### src/hdl/iirdf2_pkg.sv
// Shared types, widths and helper functions for the direct form II IIR filter.
// Used by the coefficient bank, the multiply-accumulate unit and the top level.
// Depends on nothing.
package iirdf2_pkg;

  localparam int COEF_W           = 18;
  localparam int SAMPLE_W         = 16;
  localparam int LINE_W           = 24;
  localparam int ACC_W            = 48;
  localparam int FRAC_W           = 14;
  localparam int PROD_W           = COEF_W + LINE_W;
  localparam int RND_W            = ACC_W - FRAC_W;
  localparam int CFG_IDX_W        = 3;
  localparam int NUM_FF           = 4;
  localparam int NUM_FB           = 3;
  localparam int FILTER_ORDER_DEF = 3;

  typedef logic signed [COEF_W-1:0]   coef_t;
  typedef logic signed [LINE_W-1:0]   line_t;
  typedef logic signed [SAMPLE_W-1:0] sample_t;
  typedef logic signed [ACC_W-1:0]    acc_t;
  typedef logic signed [RND_W-1:0]    rnd_t;

  localparam coef_t FF0_RESET = COEF_W'(1) << FRAC_W;

  typedef enum logic [CFG_IDX_W-1:0] {
    REG_FF0,
    REG_FF1,
    REG_FF2,
    REG_FF3,
    REG_FB1,
    REG_FB2,
    REG_FB3
  } reg_idx_t;

  typedef struct packed {
    logic load;
    logic step;
    logic sub;
  } mac_ctl_t;

  typedef struct packed {
    logic  clip;
    line_t value;
  } line_sat_t;

  typedef struct packed {
    logic    clip;
    sample_t value;
  } sample_sat_t;

  localparam acc_t RND_HALF = ACC_W'(1) << (FRAC_W - 1);
  localparam rnd_t W_HI     = (RND_W'(1) << (LINE_W - 1)) - RND_W'(1);
  localparam rnd_t W_LO     = ~W_HI;
  localparam rnd_t Y_HI     = (RND_W'(1) << (SAMPLE_W - 1)) - RND_W'(1);
  localparam rnd_t Y_LO     = ~Y_HI;

  // Round half up, then drop the fraction bits.
  function automatic rnd_t round_q14(acc_t a);
    acc_t t;
    t = a + RND_HALF;
    return t[ACC_W-1:FRAC_W];
  endfunction

  function automatic line_sat_t sat_line(rnd_t v);
    line_sat_t r;
    r.clip  = 1'b0;
    r.value = v[LINE_W-1:0];
    if (v > W_HI) begin
      r.clip  = 1'b1;
      r.value = W_HI[LINE_W-1:0];
    end else if (v < W_LO) begin
      r.clip  = 1'b1;
      r.value = W_LO[LINE_W-1:0];
    end
    return r;
  endfunction

  function automatic sample_sat_t sat_sample(rnd_t v);
    sample_sat_t r;
    r.clip  = 1'b0;
    r.value = v[SAMPLE_W-1:0];
    if (v > Y_HI) begin
      r.clip  = 1'b1;
      r.value = Y_HI[SAMPLE_W-1:0];
    end else if (v < Y_LO) begin
      r.clip  = 1'b1;
      r.value = Y_LO[SAMPLE_W-1:0];
    end
    return r;
  endfunction

endpackage

### src/hdl/iirdf2_coef_regs.sv
// Coefficient register bank of the IIR filter, written over the configuration channel.
// Depends on iirdf2_pkg.
module iirdf2_coef_regs (
  input  logic                              clk,
  input  logic                              rst,
  input  logic                              cfg_valid,
  output logic                              cfg_ready,
  input  logic [iirdf2_pkg::CFG_IDX_W-1:0]  cfg_index,
  input  logic [iirdf2_pkg::COEF_W-1:0]     cfg_data,
  output iirdf2_pkg::coef_t                 ff_coef [iirdf2_pkg::NUM_FF],
  output iirdf2_pkg::coef_t                 fb_coef [iirdf2_pkg::NUM_FB]
);
  import iirdf2_pkg::*;

  assign cfg_ready = 1'b1;

  always_ff @(posedge clk) begin
    if (rst) begin
      ff_coef[0] <= FF0_RESET;
      for (int i = 1; i < NUM_FF; i++) ff_coef[i] <= '0;
      for (int i = 0; i < NUM_FB; i++) fb_coef[i] <= '0;
    end else if (cfg_valid) begin
      case (reg_idx_t'(cfg_index))
        REG_FF0: ff_coef[0] <= coef_t'(cfg_data);
        REG_FF1: ff_coef[1] <= coef_t'(cfg_data);
        REG_FF2: ff_coef[2] <= coef_t'(cfg_data);
        REG_FF3: ff_coef[3] <= coef_t'(cfg_data);
        REG_FB1: fb_coef[0] <= coef_t'(cfg_data);
        REG_FB2: fb_coef[1] <= coef_t'(cfg_data);
        REG_FB3: fb_coef[2] <= coef_t'(cfg_data);
        default: ;
      endcase
    end
  end

endmodule

### src/hdl/iirdf2_mac.sv
// Shared multiply-accumulate unit: one coefficient times one line value per cycle.
// Depends on iirdf2_pkg.
module iirdf2_mac (
  input  logic                 clk,
  input  iirdf2_pkg::mac_ctl_t ctl,
  input  iirdf2_pkg::acc_t     load_val,
  input  iirdf2_pkg::coef_t    coef,
  input  iirdf2_pkg::line_t    data,
  output iirdf2_pkg::acc_t     acc
);
  import iirdf2_pkg::*;

  logic signed [PROD_W-1:0] prod;
  acc_t                     prod_ext;
  acc_t                     base;
  acc_t                     addend;

  always_comb begin
    prod     = coef * data;
    prod_ext = ACC_W'(prod);
    base     = ctl.load ? load_val : acc;
    addend   = '0;
    if (ctl.step) addend = ctl.sub ? -prod_ext : prod_ext;
  end

  always_ff @(posedge clk) begin
    if (ctl.load || ctl.step) acc <= base + addend;
  end

endmodule

### src/hdl/iir_direct_form_two_filter.sv
// Top level of the direct form II IIR filter: sequencer, delay line and output register.
// Depends on iirdf2_pkg, iirdf2_coef_regs and iirdf2_mac.
//
//   channel   direction  handshake             word
//   s_*       in         s_tvalid / s_tready   sample_in (tdata), last_sample (tlast)
//   m_*       out        m_tvalid / m_tready   sample_out (tdata), clipped (tuser)
//   cfg_*     in         cfg_valid / cfg_ready register index and 18-bit coefficient
//
// Each sample runs through the single multiply-accumulate unit, one tap per cycle, with
// a rounding step after each sum. Reset is synchronous and clears the sequencer and the
// delay line; it sets the first feedforward coefficient to one and clears the others.
// The next sample is taken while a result still waits in the output register; a stalled
// output holds the sequencer in its last step until the register frees up.
module iir_direct_form_two_filter #(
  parameter int FILTER_ORDER = iirdf2_pkg::FILTER_ORDER_DEF
) (
  input  logic                             clk,
  input  logic                             rst,
  input  logic                             s_tvalid,
  output logic                             s_tready,
  input  logic [iirdf2_pkg::SAMPLE_W-1:0]  s_tdata,   // [15:0] sample_in
  input  logic                             s_tlast,   // last_sample
  output logic                             m_tvalid,
  input  logic                             m_tready,
  output logic [iirdf2_pkg::SAMPLE_W-1:0]  m_tdata,   // [15:0] sample_out
  output logic                             m_tuser,   // [0] clipped
  input  logic                             cfg_valid,
  output logic                             cfg_ready,
  input  logic [iirdf2_pkg::CFG_IDX_W-1:0] cfg_index,
  input  logic [iirdf2_pkg::COEF_W-1:0]    cfg_data
);
  import iirdf2_pkg::*;

  // An order outside one to three is clamped to that range.
  localparam int ORDER_USED = (FILTER_ORDER < 1) ? 1 :
                              ((FILTER_ORDER > NUM_FB) ? NUM_FB : FILTER_ORDER);
  localparam int TAP_W = $clog2(ORDER_USED + 1);

  typedef enum logic [2:0] {
    ST_IDLE,
    ST_FB,
    ST_WRND,
    ST_FF,
    ST_YRND
  } state_t;

  state_t           state;
  logic [TAP_W-1:0] tap;
  logic             last_flag;
  line_t            w_reg;
  logic             clip_reg;
  line_t            line [ORDER_USED];
  logic             out_valid;
  sample_t          out_sample;
  logic             out_clip;

  coef_t       ff_coef [NUM_FF];
  coef_t       fb_coef [NUM_FB];
  mac_ctl_t    mac_ctl;
  acc_t        load_val;
  coef_t       mac_coef;
  line_t       mac_data;
  acc_t        acc;
  line_sat_t   w_sat;
  sample_sat_t y_sat;
  logic        accept;
  logic        out_free;

  iirdf2_coef_regs u_coef (
    .clk       (clk),
    .rst       (rst),
    .cfg_valid (cfg_valid),
    .cfg_ready (cfg_ready),
    .cfg_index (cfg_index),
    .cfg_data  (cfg_data),
    .ff_coef   (ff_coef),
    .fb_coef   (fb_coef)
  );

  iirdf2_mac u_mac (
    .clk      (clk),
    .ctl      (mac_ctl),
    .load_val (load_val),
    .coef     (mac_coef),
    .data     (mac_data),
    .acc      (acc)
  );

  assign s_tready = (state == ST_IDLE);
  assign accept   = s_tvalid && s_tready;
  assign out_free = !out_valid || m_tready;
  assign m_tvalid = out_valid;
  assign m_tdata  = out_sample;
  assign m_tuser  = out_clip;

  always_comb begin
    mac_ctl  = '0;
    load_val = '0;
    mac_coef = '0;
    mac_data = '0;
    w_sat    = sat_line(round_q14(acc));
    y_sat    = sat_sample(round_q14(acc));
    case (state)
      ST_IDLE: begin
        mac_ctl.load = accept;
        load_val     = ACC_W'(sample_t'(s_tdata)) <<< FRAC_W;
      end
      ST_FB: begin
        mac_ctl.step = 1'b1;
        mac_ctl.sub  = 1'b1;
        for (int i = 0; i < ORDER_USED; i++) begin
          if (tap == TAP_W'(i)) begin
            mac_coef = fb_coef[i];
            mac_data = line[i];
          end
        end
      end
      ST_FF: begin
        mac_ctl.step = 1'b1;
        mac_ctl.load = (tap == '0);
        mac_data     = w_reg;
        for (int i = 0; i <= ORDER_USED; i++) begin
          if (tap == TAP_W'(i)) mac_coef = ff_coef[i];
        end
        for (int i = 0; i < ORDER_USED; i++) begin
          if (tap == TAP_W'(i + 1)) mac_data = line[i];
        end
      end
      default: ;
    endcase
  end

  always_ff @(posedge clk) begin
    if (rst) begin
      state     <= ST_IDLE;
      tap       <= '0;
      last_flag <= 1'b0;
      out_valid <= 1'b0;
      for (int i = 0; i < ORDER_USED; i++) line[i] <= '0;
    end else begin
      // In the last step the register is refilled below when it is free.
      if (m_tready && state != ST_YRND) out_valid <= 1'b0;
      case (state)
        ST_IDLE: begin
          if (accept) begin
            last_flag <= s_tlast;
            tap       <= '0;
            state     <= ST_FB;
          end
        end
        ST_FB: begin
          if (tap == TAP_W'(ORDER_USED - 1)) begin
            state <= ST_WRND;
          end else begin
            tap <= tap + 1'b1;
          end
        end
        ST_WRND: begin
          w_reg    <= w_sat.value;
          clip_reg <= w_sat.clip;
          tap      <= '0;
          state    <= ST_FF;
        end
        ST_FF: begin
          if (tap == TAP_W'(ORDER_USED)) begin
            state <= ST_YRND;
          end else begin
            tap <= tap + 1'b1;
          end
        end
        ST_YRND: begin
          if (out_free) begin
            out_valid  <= 1'b1;
            out_sample <= y_sat.value;
            out_clip   <= clip_reg || y_sat.clip;
            if (last_flag) begin
              for (int i = 0; i < ORDER_USED; i++) line[i] <= '0;
            end else begin
              for (int i = ORDER_USED - 1; i > 0; i--) line[i] <= line[i-1];
              line[0] <= w_reg;
            end
            state <= ST_IDLE;
          end
        end
        default: state <= ST_IDLE;
      endcase
    end
  end

endmodule

### config.mk
export PLATFORM = sky130hd
export DESIGN_NAME = iir_direct_form_two_filter
export DESIGN_NICKNAME = d
export VERILOG_FILES = /design/src/hdl/iirdf2_pkg.sv /design/src/hdl/iirdf2_coef_regs.sv /design/src/hdl/iirdf2_mac.sv /design/src/hdl/iir_direct_form_two_filter.sv
export SDC_FILE = /design/constraint.sdc
export NUM_CORES = 2
export LEC_CHECK = 0
export ABC_AREA = 0
export CAP_MARGIN = 20
export CORE_ASPECT_RATIO = 1.75
export CORE_MARGIN = 1
export CORE_UTILIZATION = 45
export DETAILED_ROUTE_END_ITERATION = 8
export DONT_BUFFER_PORTS = 1
export PLACE_DENSITY = 0.69
export SYNTH_ARGS = -nofsm -noshare
export SYNTH_HDL_FRONTEND = slang
export SYNTH_SLANG_ARGS = --single-unit
export TNS_END_PERCENT = 10
### constraint.sdc
create_clock -name clk -period 26.2 [get_ports clk]
set_input_delay 1.31 -clock clk [delete_from_list [all_inputs] [get_ports clk]]
set_output_delay 1.31 -clock clk [all_outputs]
set_load 0.03 [all_outputs]
Yosys cells after proc, flatten, opt, wreduce, memory -nomap -nowiden:

Memory sizes are Yosys's and may differ from the RTL's.
Cells that the tools add are included.

* memories: 1
* input port bits: 43
* RAM bits: 72
* flip-flop bits (word level): 223

Memories
* line: depth 3, bits a word 24, rd ports 3, clocked after memory_dff 0, write ports 3, line iir_direct_form_two_filter.sv:52 `line_t line [ORDER_USED];`

* multiply operators: 1
* $add $sub $neg: 4
* eq/ne operators: 20
* bitwise logic cells: 7
* reduce and logical (&&, ||, !) cells: 23
* $lt $le $gt $ge: 4
* multiplexer cells: 55

Operator list (count)
* $mux 24: 12
* $mux 48: 4
* $mux 18: 7
* $add 48x15->48 const B: 1
* $add 48x48->48: 1
* $neg 42->48: 1
* $pmux 24 s2: 1
* $mul 18x24->42: 1
* $pmux 18 s2: 1
* $gt 34x16->1 const B: 1
* $gt 34x24->1 const B: 1
* $lt 34x16->1 const B: 1
* $lt 34x24->1 const B: 1
* $mux 17: 2
* $mux 25: 1
* $reduce_and 2->1: 9
* $mux 1: 17
* $pmux 3 s5: 1
* $eq 3x2->1 const B: 4
* $eq 3x3->1 const B: 4
* $mux 3: 4
* $ne 2x2->1 const B: 5
* $pmux 2 s4: 1
* $reduce_and 4->1: 2
* other kinds (18): 31

Depth between registers and ports, before layout:

* depth after elaboration: 11
* gate-level depth with buffers: 50
* depth with buffers taken out: 47

Hierarchy:

A second synthesis with hierarchy kept.

* cells, all modules: 3727
* area total of the unflattened synthesis: 34431.8 µm²

By module, submodules not included
* iirdf2_mac: area each 21410.5 µm², cells each 2433, instances 1
* iir_direct_form_two_filter: area each 8035.2 µm², cells each 852, instances 1
* iirdf2_coef_regs: area each 4986.0 µm², cells each 442, instances 1

Worst setup path before layout:

No wires, ideal clock.

* kind: flip-flop to flip-flop
* from: reg tap[1]
* to: reg u_mac.acc[41], data pin
* required time: 25.938 ns
* path slack: 15.398 ns
* stages on the path, launching flop included: 47
* arrival time: 10.540 ns
* cell sequence: dfxtp_1 -> inv_1 -> ha_1 -> buf_2 -> buf_2 -> buf_1 -> buf_2 -> clkbuf_1 -> a22oi_1 -> o221ai_1 -> clkbuf_1 -> nand2_1 -> fa_1 -> inv_1 -> fa_1 -> inv_1 -> fa_1 -> inv_1 -> [... 11 more ...] -> nor3_1 -> and4_1 -> a21oi_1 -> xor2_1 -> nor2_1 -> ha_1 -> clkbuf_1 -> a21oi_1 -> o21bai_1 -> a21o_1 -> a21o_1 -> a21o_1 -> a21oi_1 -> a21oi_1 -> o31ai_1 -> a21oi_1 -> a211oi_1 -> xnor2_1

* longest elaborated chain between the ends: 11
* elaborated cells between the ends (all ways): 26

RTL lines
* start: declaration: line iir_direct_form_two_filter.sv:48 `logic [TAP_W-1:0] tap;`
* start signal: assignment: line iir_direct_form_two_filter.sv:155 `tap <= tap + 1'b1;`
* start signal: assignment: line iir_direct_form_two_filter.sv:168 `tap <= tap + 1'b1;`
* $logic_not 2->1: line iir_direct_form_two_filter.sv:112, iir_direct_form_two_filter.sv:120, iir_direct_form_two_filter.sv:123
* $mux 18 (4 in series): line iir_direct_form_two_filter.sv:123 `if (tap == TAP_W'(i)) mac_coef = ff_coef[i];`
* $pmux 18 s2: line iir_direct_form_two_filter.sv:103 `case (state)`
* $mul 18x24->42: line iirdf2_mac.sv:19 `prod = coef * data;`
* $neg 42->48: line iirdf2_mac.sv:23 `if (ctl.step) addend = ctl.sub ? -prod_ext : prod_ext;`
* $mux 48 (2 in series): line iirdf2_mac.sv:23
* $add 48x48->48 *: line iirdf2_mac.sv:27 `if (ctl.load || ctl.step) acc <= base + addend;`
* end signal: assignment: line iirdf2_mac.sv:27
* end: declaration: line iirdf2_mac.sv:9 `output iirdf2_pkg::acc_t acc`

Mark *: on every way between the ends. The rest lies on a longest branch, timed or not.
A chain may end at the register's enable or synchronous reset.

Worst setup path after layout:

Ends and elaborated chain as after synthesis.

==> impl_results.rst <==
.. list-table::
   :header-rows: 1

   * - Metric
     - Value
   * - Beginning of the worst register-to-register path
     - tap[1]$_SDFFE_PP0P_
   * - # hold bufs at CTS
     - 0
   * - Inst Count DP
     - approximately 4,800
   * - Max transition margin
     - 23.3%
   * - Starting density of the core
     - a little under half
   * - Yosys cell types
     - 94
   * - Number of DRC markers after the initial detailed-route iteration
     - approximately 1,800
   * - Clock transition at the register clock pins on the worst setup and hold paths after CTS
     - 0.08 ns
   * - Slowest cell delay on critical path
     - 0.78 ns
   * - Crit path capture type
     - register
   * - Die outline height
     - between 300 and 400 um
   * - Post-CTS sizing
     - 0
   * - Peak supply drop
     - 0.0000593 V
   * - Placeable core area
     - approximately 0.074 mm^2
   * - Weighted congestion at the end of routability-driven global placement
     - 0.962
   * - Total wirelength of the detailed-routed design
     - around 97,000 um
   * - Root buffer cell
     - sky130_fd_sc_hd__clkbuf_16
   * - Sum of internal, switching and leakage power
     - between 1.5 and 2 mW
   * - Critical-path cell with the highest stage delay
     - sky130_fd_sc_hd__buf_4
   * - Drt pass-1 iters
     - 7
   * - Synthesized netlist net count
     - between 4,000 and 5,000
   * - Number of synthesized flops with an enable pin
     - 162
   * - DIE WIDTH
     - roughly 210 um
   * - Hold_sp
     - u_coef.ff_coef[0]$_SDFFE_PP0P_
   * - Number of buffers created by CTS
     - 27
   * - Data arrival, critical path
     - about 13 ns
   * - Total gr overflow
     - 0
   * - Maximum root-to-sink buffer count
     - 3
   * - Async set-or-reset flop fraction in the synthesized netlist
     - 0%
   * - Routed metal-1 wire length
     - approximately 34,000 um
   * - Final count of pins violating max slew
     - 0
   * - Proportion of synthesized chip area in sequential cells
     - 22.4%
   * - Worst Hold Margin
     - 0.441 ns
   * - Final Skew
     - around 0.021 ns
   * - Maximum capacitance violations
     - 0
   * - Cell area reported after detailed placement
     - 0.0345 mm^2
   * - Total setup buffers inserted after CTS
     - 0
   * - Maximum net fanout on the critical path
     - between 80 and 90
   * - Vias per Instance
     - about 5.6
   * - Cell row count
     - about 130
   * - Main combinational cell family by area after synthesis
     - adder cells
   * - Critical path start-end classification
     - reg -> reg
   * - HPWL Detailed
     - 73,400 um
   * - Data required time of the worst path
     - 26.53 ns
   * - Highest metal layer with signal wires
     - met4
   * - Synth Register Bits
     - a little under 300
   * - Antenna viol nets, final
     - 0
   * - Netlist area before placement
     - 0.0335 mm^2
   * - Maximum achievable frequency
     - about 80 MHz
   * - Mux cell area share after synthesis
     - less than 1%
   * - Layout cells sized above 1
     - approximately 4.7%
   * - Final hold viol count
     - 0
   * - Antenna diode count
     - 0
   * - Worst setup path startpoint
     - tap[1]$_SDFFE_PP0P_
   * - Slew at the pin closest to its max-slew limit
     - 1.15 ns
   * - Total leakage power
     - between 15 and 20 nW
   * - Cell with the most instances after synthesis
     - sky130_fd_sc_hd__nand2_1
   * - Wirelength per Cell
     - a little over 20 um
   * - Setup ws final
     - ~14 ns
   * - Global-route wire length before repair
     - 154,000 um
   * - H-tree levels
     - 1
   * - Setup Slack @ Placement
     - between 10 and 15 ns
   * - Largest area contributor in the synthesized netlist
     - sky130_fd_sc_hd__fa_1
   * - All-Layer GR Usage
     - about a quarter
   * - Final instance area
     - 0.0354 mm^2
   * - CTS tree
     - yes
   * - Nets@finish
     - 4,490
   * - IO Port Bufs
     - 0
   * - Die ar.
     - roughly 0.076 mm^2
   * - Largest registers
     - line: 72 flops, u_coef.ff_coef: 72 flops, u_coef.fb_coef: 54 flops
   * - Number of antenna violations at the first check in global routing
     - 0
   * - Kind of start point of the critical path
     - register
   * - Via count of the first global-routing pass
     - 28,200
   * - HP Class
     - reg -> reg
   * - Non-Filler Instances
     - approximately 4,800
   * - Met2 Routed Length
     - roughly 51,000 um
   * - Latest clock arrival within the worst-skew pair
     - about 0.57 ns
   * - Number of failing setup endpoints in the final timing report
     - 0
   * - Setup repair after global routing missed its margin
     - false
   * - Synth top cells by count
     - 701 x sky130_fd_sc_hd__nand2_1, 531 x sky130_fd_sc_hd__inv_1, 426 x sky130_fd_sc_hd__fa_1
   * - Post-detailed-route DRC marker count
     - 0
   * - DR WL met3
     - 4430 um
   * - Share of the synthesized netlist area taken by xor and xnor gates
     - roughly 3.5%
   * - Synthesis-to-layout area growth
     - 5.51%
   * - Leading cell types by total area after synthesis
     - sky130_fd_sc_hd__fa_1 25%, sky130_fd_sc_hd__edfxtp_1 15%, sky130_fd_sc_hd__dfxtp_1 7.9%, sky130_fd_sc_hd__nand2_1 7.8%, sky130_fd_sc_hd__inv_1 5.9%
   * - Most frequently used flop master after synthesis
     - sky130_fd_sc_hd__edfxtp_1
   * - Fraction of the mapped netlist area in compound gates
     - a little over an eighth
   * - Via Count
     - between 20,000 and 30,000
   * - Count of synthesis-stage warnings from yosys
     - 0
   * - Clock sinks
     - between 200 and 300
   * - Fraction of the mapped netlist area in simple logic gates
     - ~20%
   * - Pin count of the biggest net entering global routing
     - ~140
   * - Cell mode on critical path
     - sky130_fd_sc_hd__a21oi_1
   * - Final clock period utilization by the worst path
     - ~48%
   * - Post-route minimum period
     - around 13 ns
   * - Power per standard cell area
     - about 44 mW/mm^2
   * - Average size of a mapped cell
     - 8.42 um^2
   * - Boundary pin count
     - 63
   * - Yosys top cell area share
     - ~25%
   * - Synthesized instance count
     - between 3,000 and 4,000
   * - Post-layout util
     - between 40% and 50%
   * - Outcome
     - finished, final reports clean
   * - Total negative slack
     - 0 ns
   * - Adder-cell share of the synthesized area
     - a little under a third
-- cell families (layout without fill, tap and decap cells) --
group           after synthesis  count (layout)
other cells                   1               1
compound gates              734             734
flops                       295             295
mux                          28              28
fa+ha+maj                   584             584
simple gates               1469            1469
xor+xnor                    134             134
buf+inv                     739             638
-- final timing paths --
check,end,slack [ns],cells past startpoint
worst max-delay path,u_mac.acc[41]$_DFFE_PP_,13.67,44
worst min-delay path,u_coef.ff_coef[0]$_SDFFE_PP0P_,0.44,2
worst max register to register,u_mac.acc[41]$_DFFE_PP_,13.67,44
worst min register to register,u_coef.ff_coef[0]$_SDFFE_PP0P_,0.44,2
-- power by group --
group          internal, mW  switching (mW)  total, mW
logic                 0.199           0.346      0.544
clock network         0.214           0.190      0.404
registers             0.556          0.0654      0.622
total                 0.969           0.601       1.57
-- critical path: cells and delay by family (launching register included) --
kind                     cells  cell delay [ns]
AO/OA/AOI/OAI               18             3.89
XOR/XNOR                     3             0.47
adder cells (fa/ha/maj)      9             4.50
buffers and inverters        6             1.41
flip-flops                   1             0.36
AND/OR/NAND/NOR              8             1.60
-- per-layer routing --
metal	vias to the layer above	track usage, %
li1	12600	-
met2	853	49.2
met5	-	0
met3	304	2.31
met4	0	17.9
met1	13500	27.4
-- layout make-up --
cell class	count	area (um^2)
Tap cell	938	1170
Fill cell	7005	38400
Sequential cell	295	7530
Inverter	533	2000
Timing Repair Buffer	56	440
Clock inverter	18	166
Clock buffer	31	701
Multi-Input combinational cell	2950	23400
-- layout by cell type (no fill, tap or decap), drive strengths merged, types with 9 or more instances in the layout --
cell and count:
o21a 17, o211ai 12, dfxtp 133, xor2 45
or3 14, edfxtp 162, a211o 18, a31oi 24
o221ai 18, nor2b 51, o21ai 106, xnor2 89
clkinv 9, and2 166, a22oi 16, nor3 34
mux2i 28, clkbuf 33, a21oi 375, inv 537
ha 158, nor2 328, a21o 37, and3 20
nand4 23, nand2 702, and4 10, a211oi 56
buf 54, nand2b 28, or2 13, nand3 56
fa 426
No activity file was read; power rests on OpenSTA's default activity.
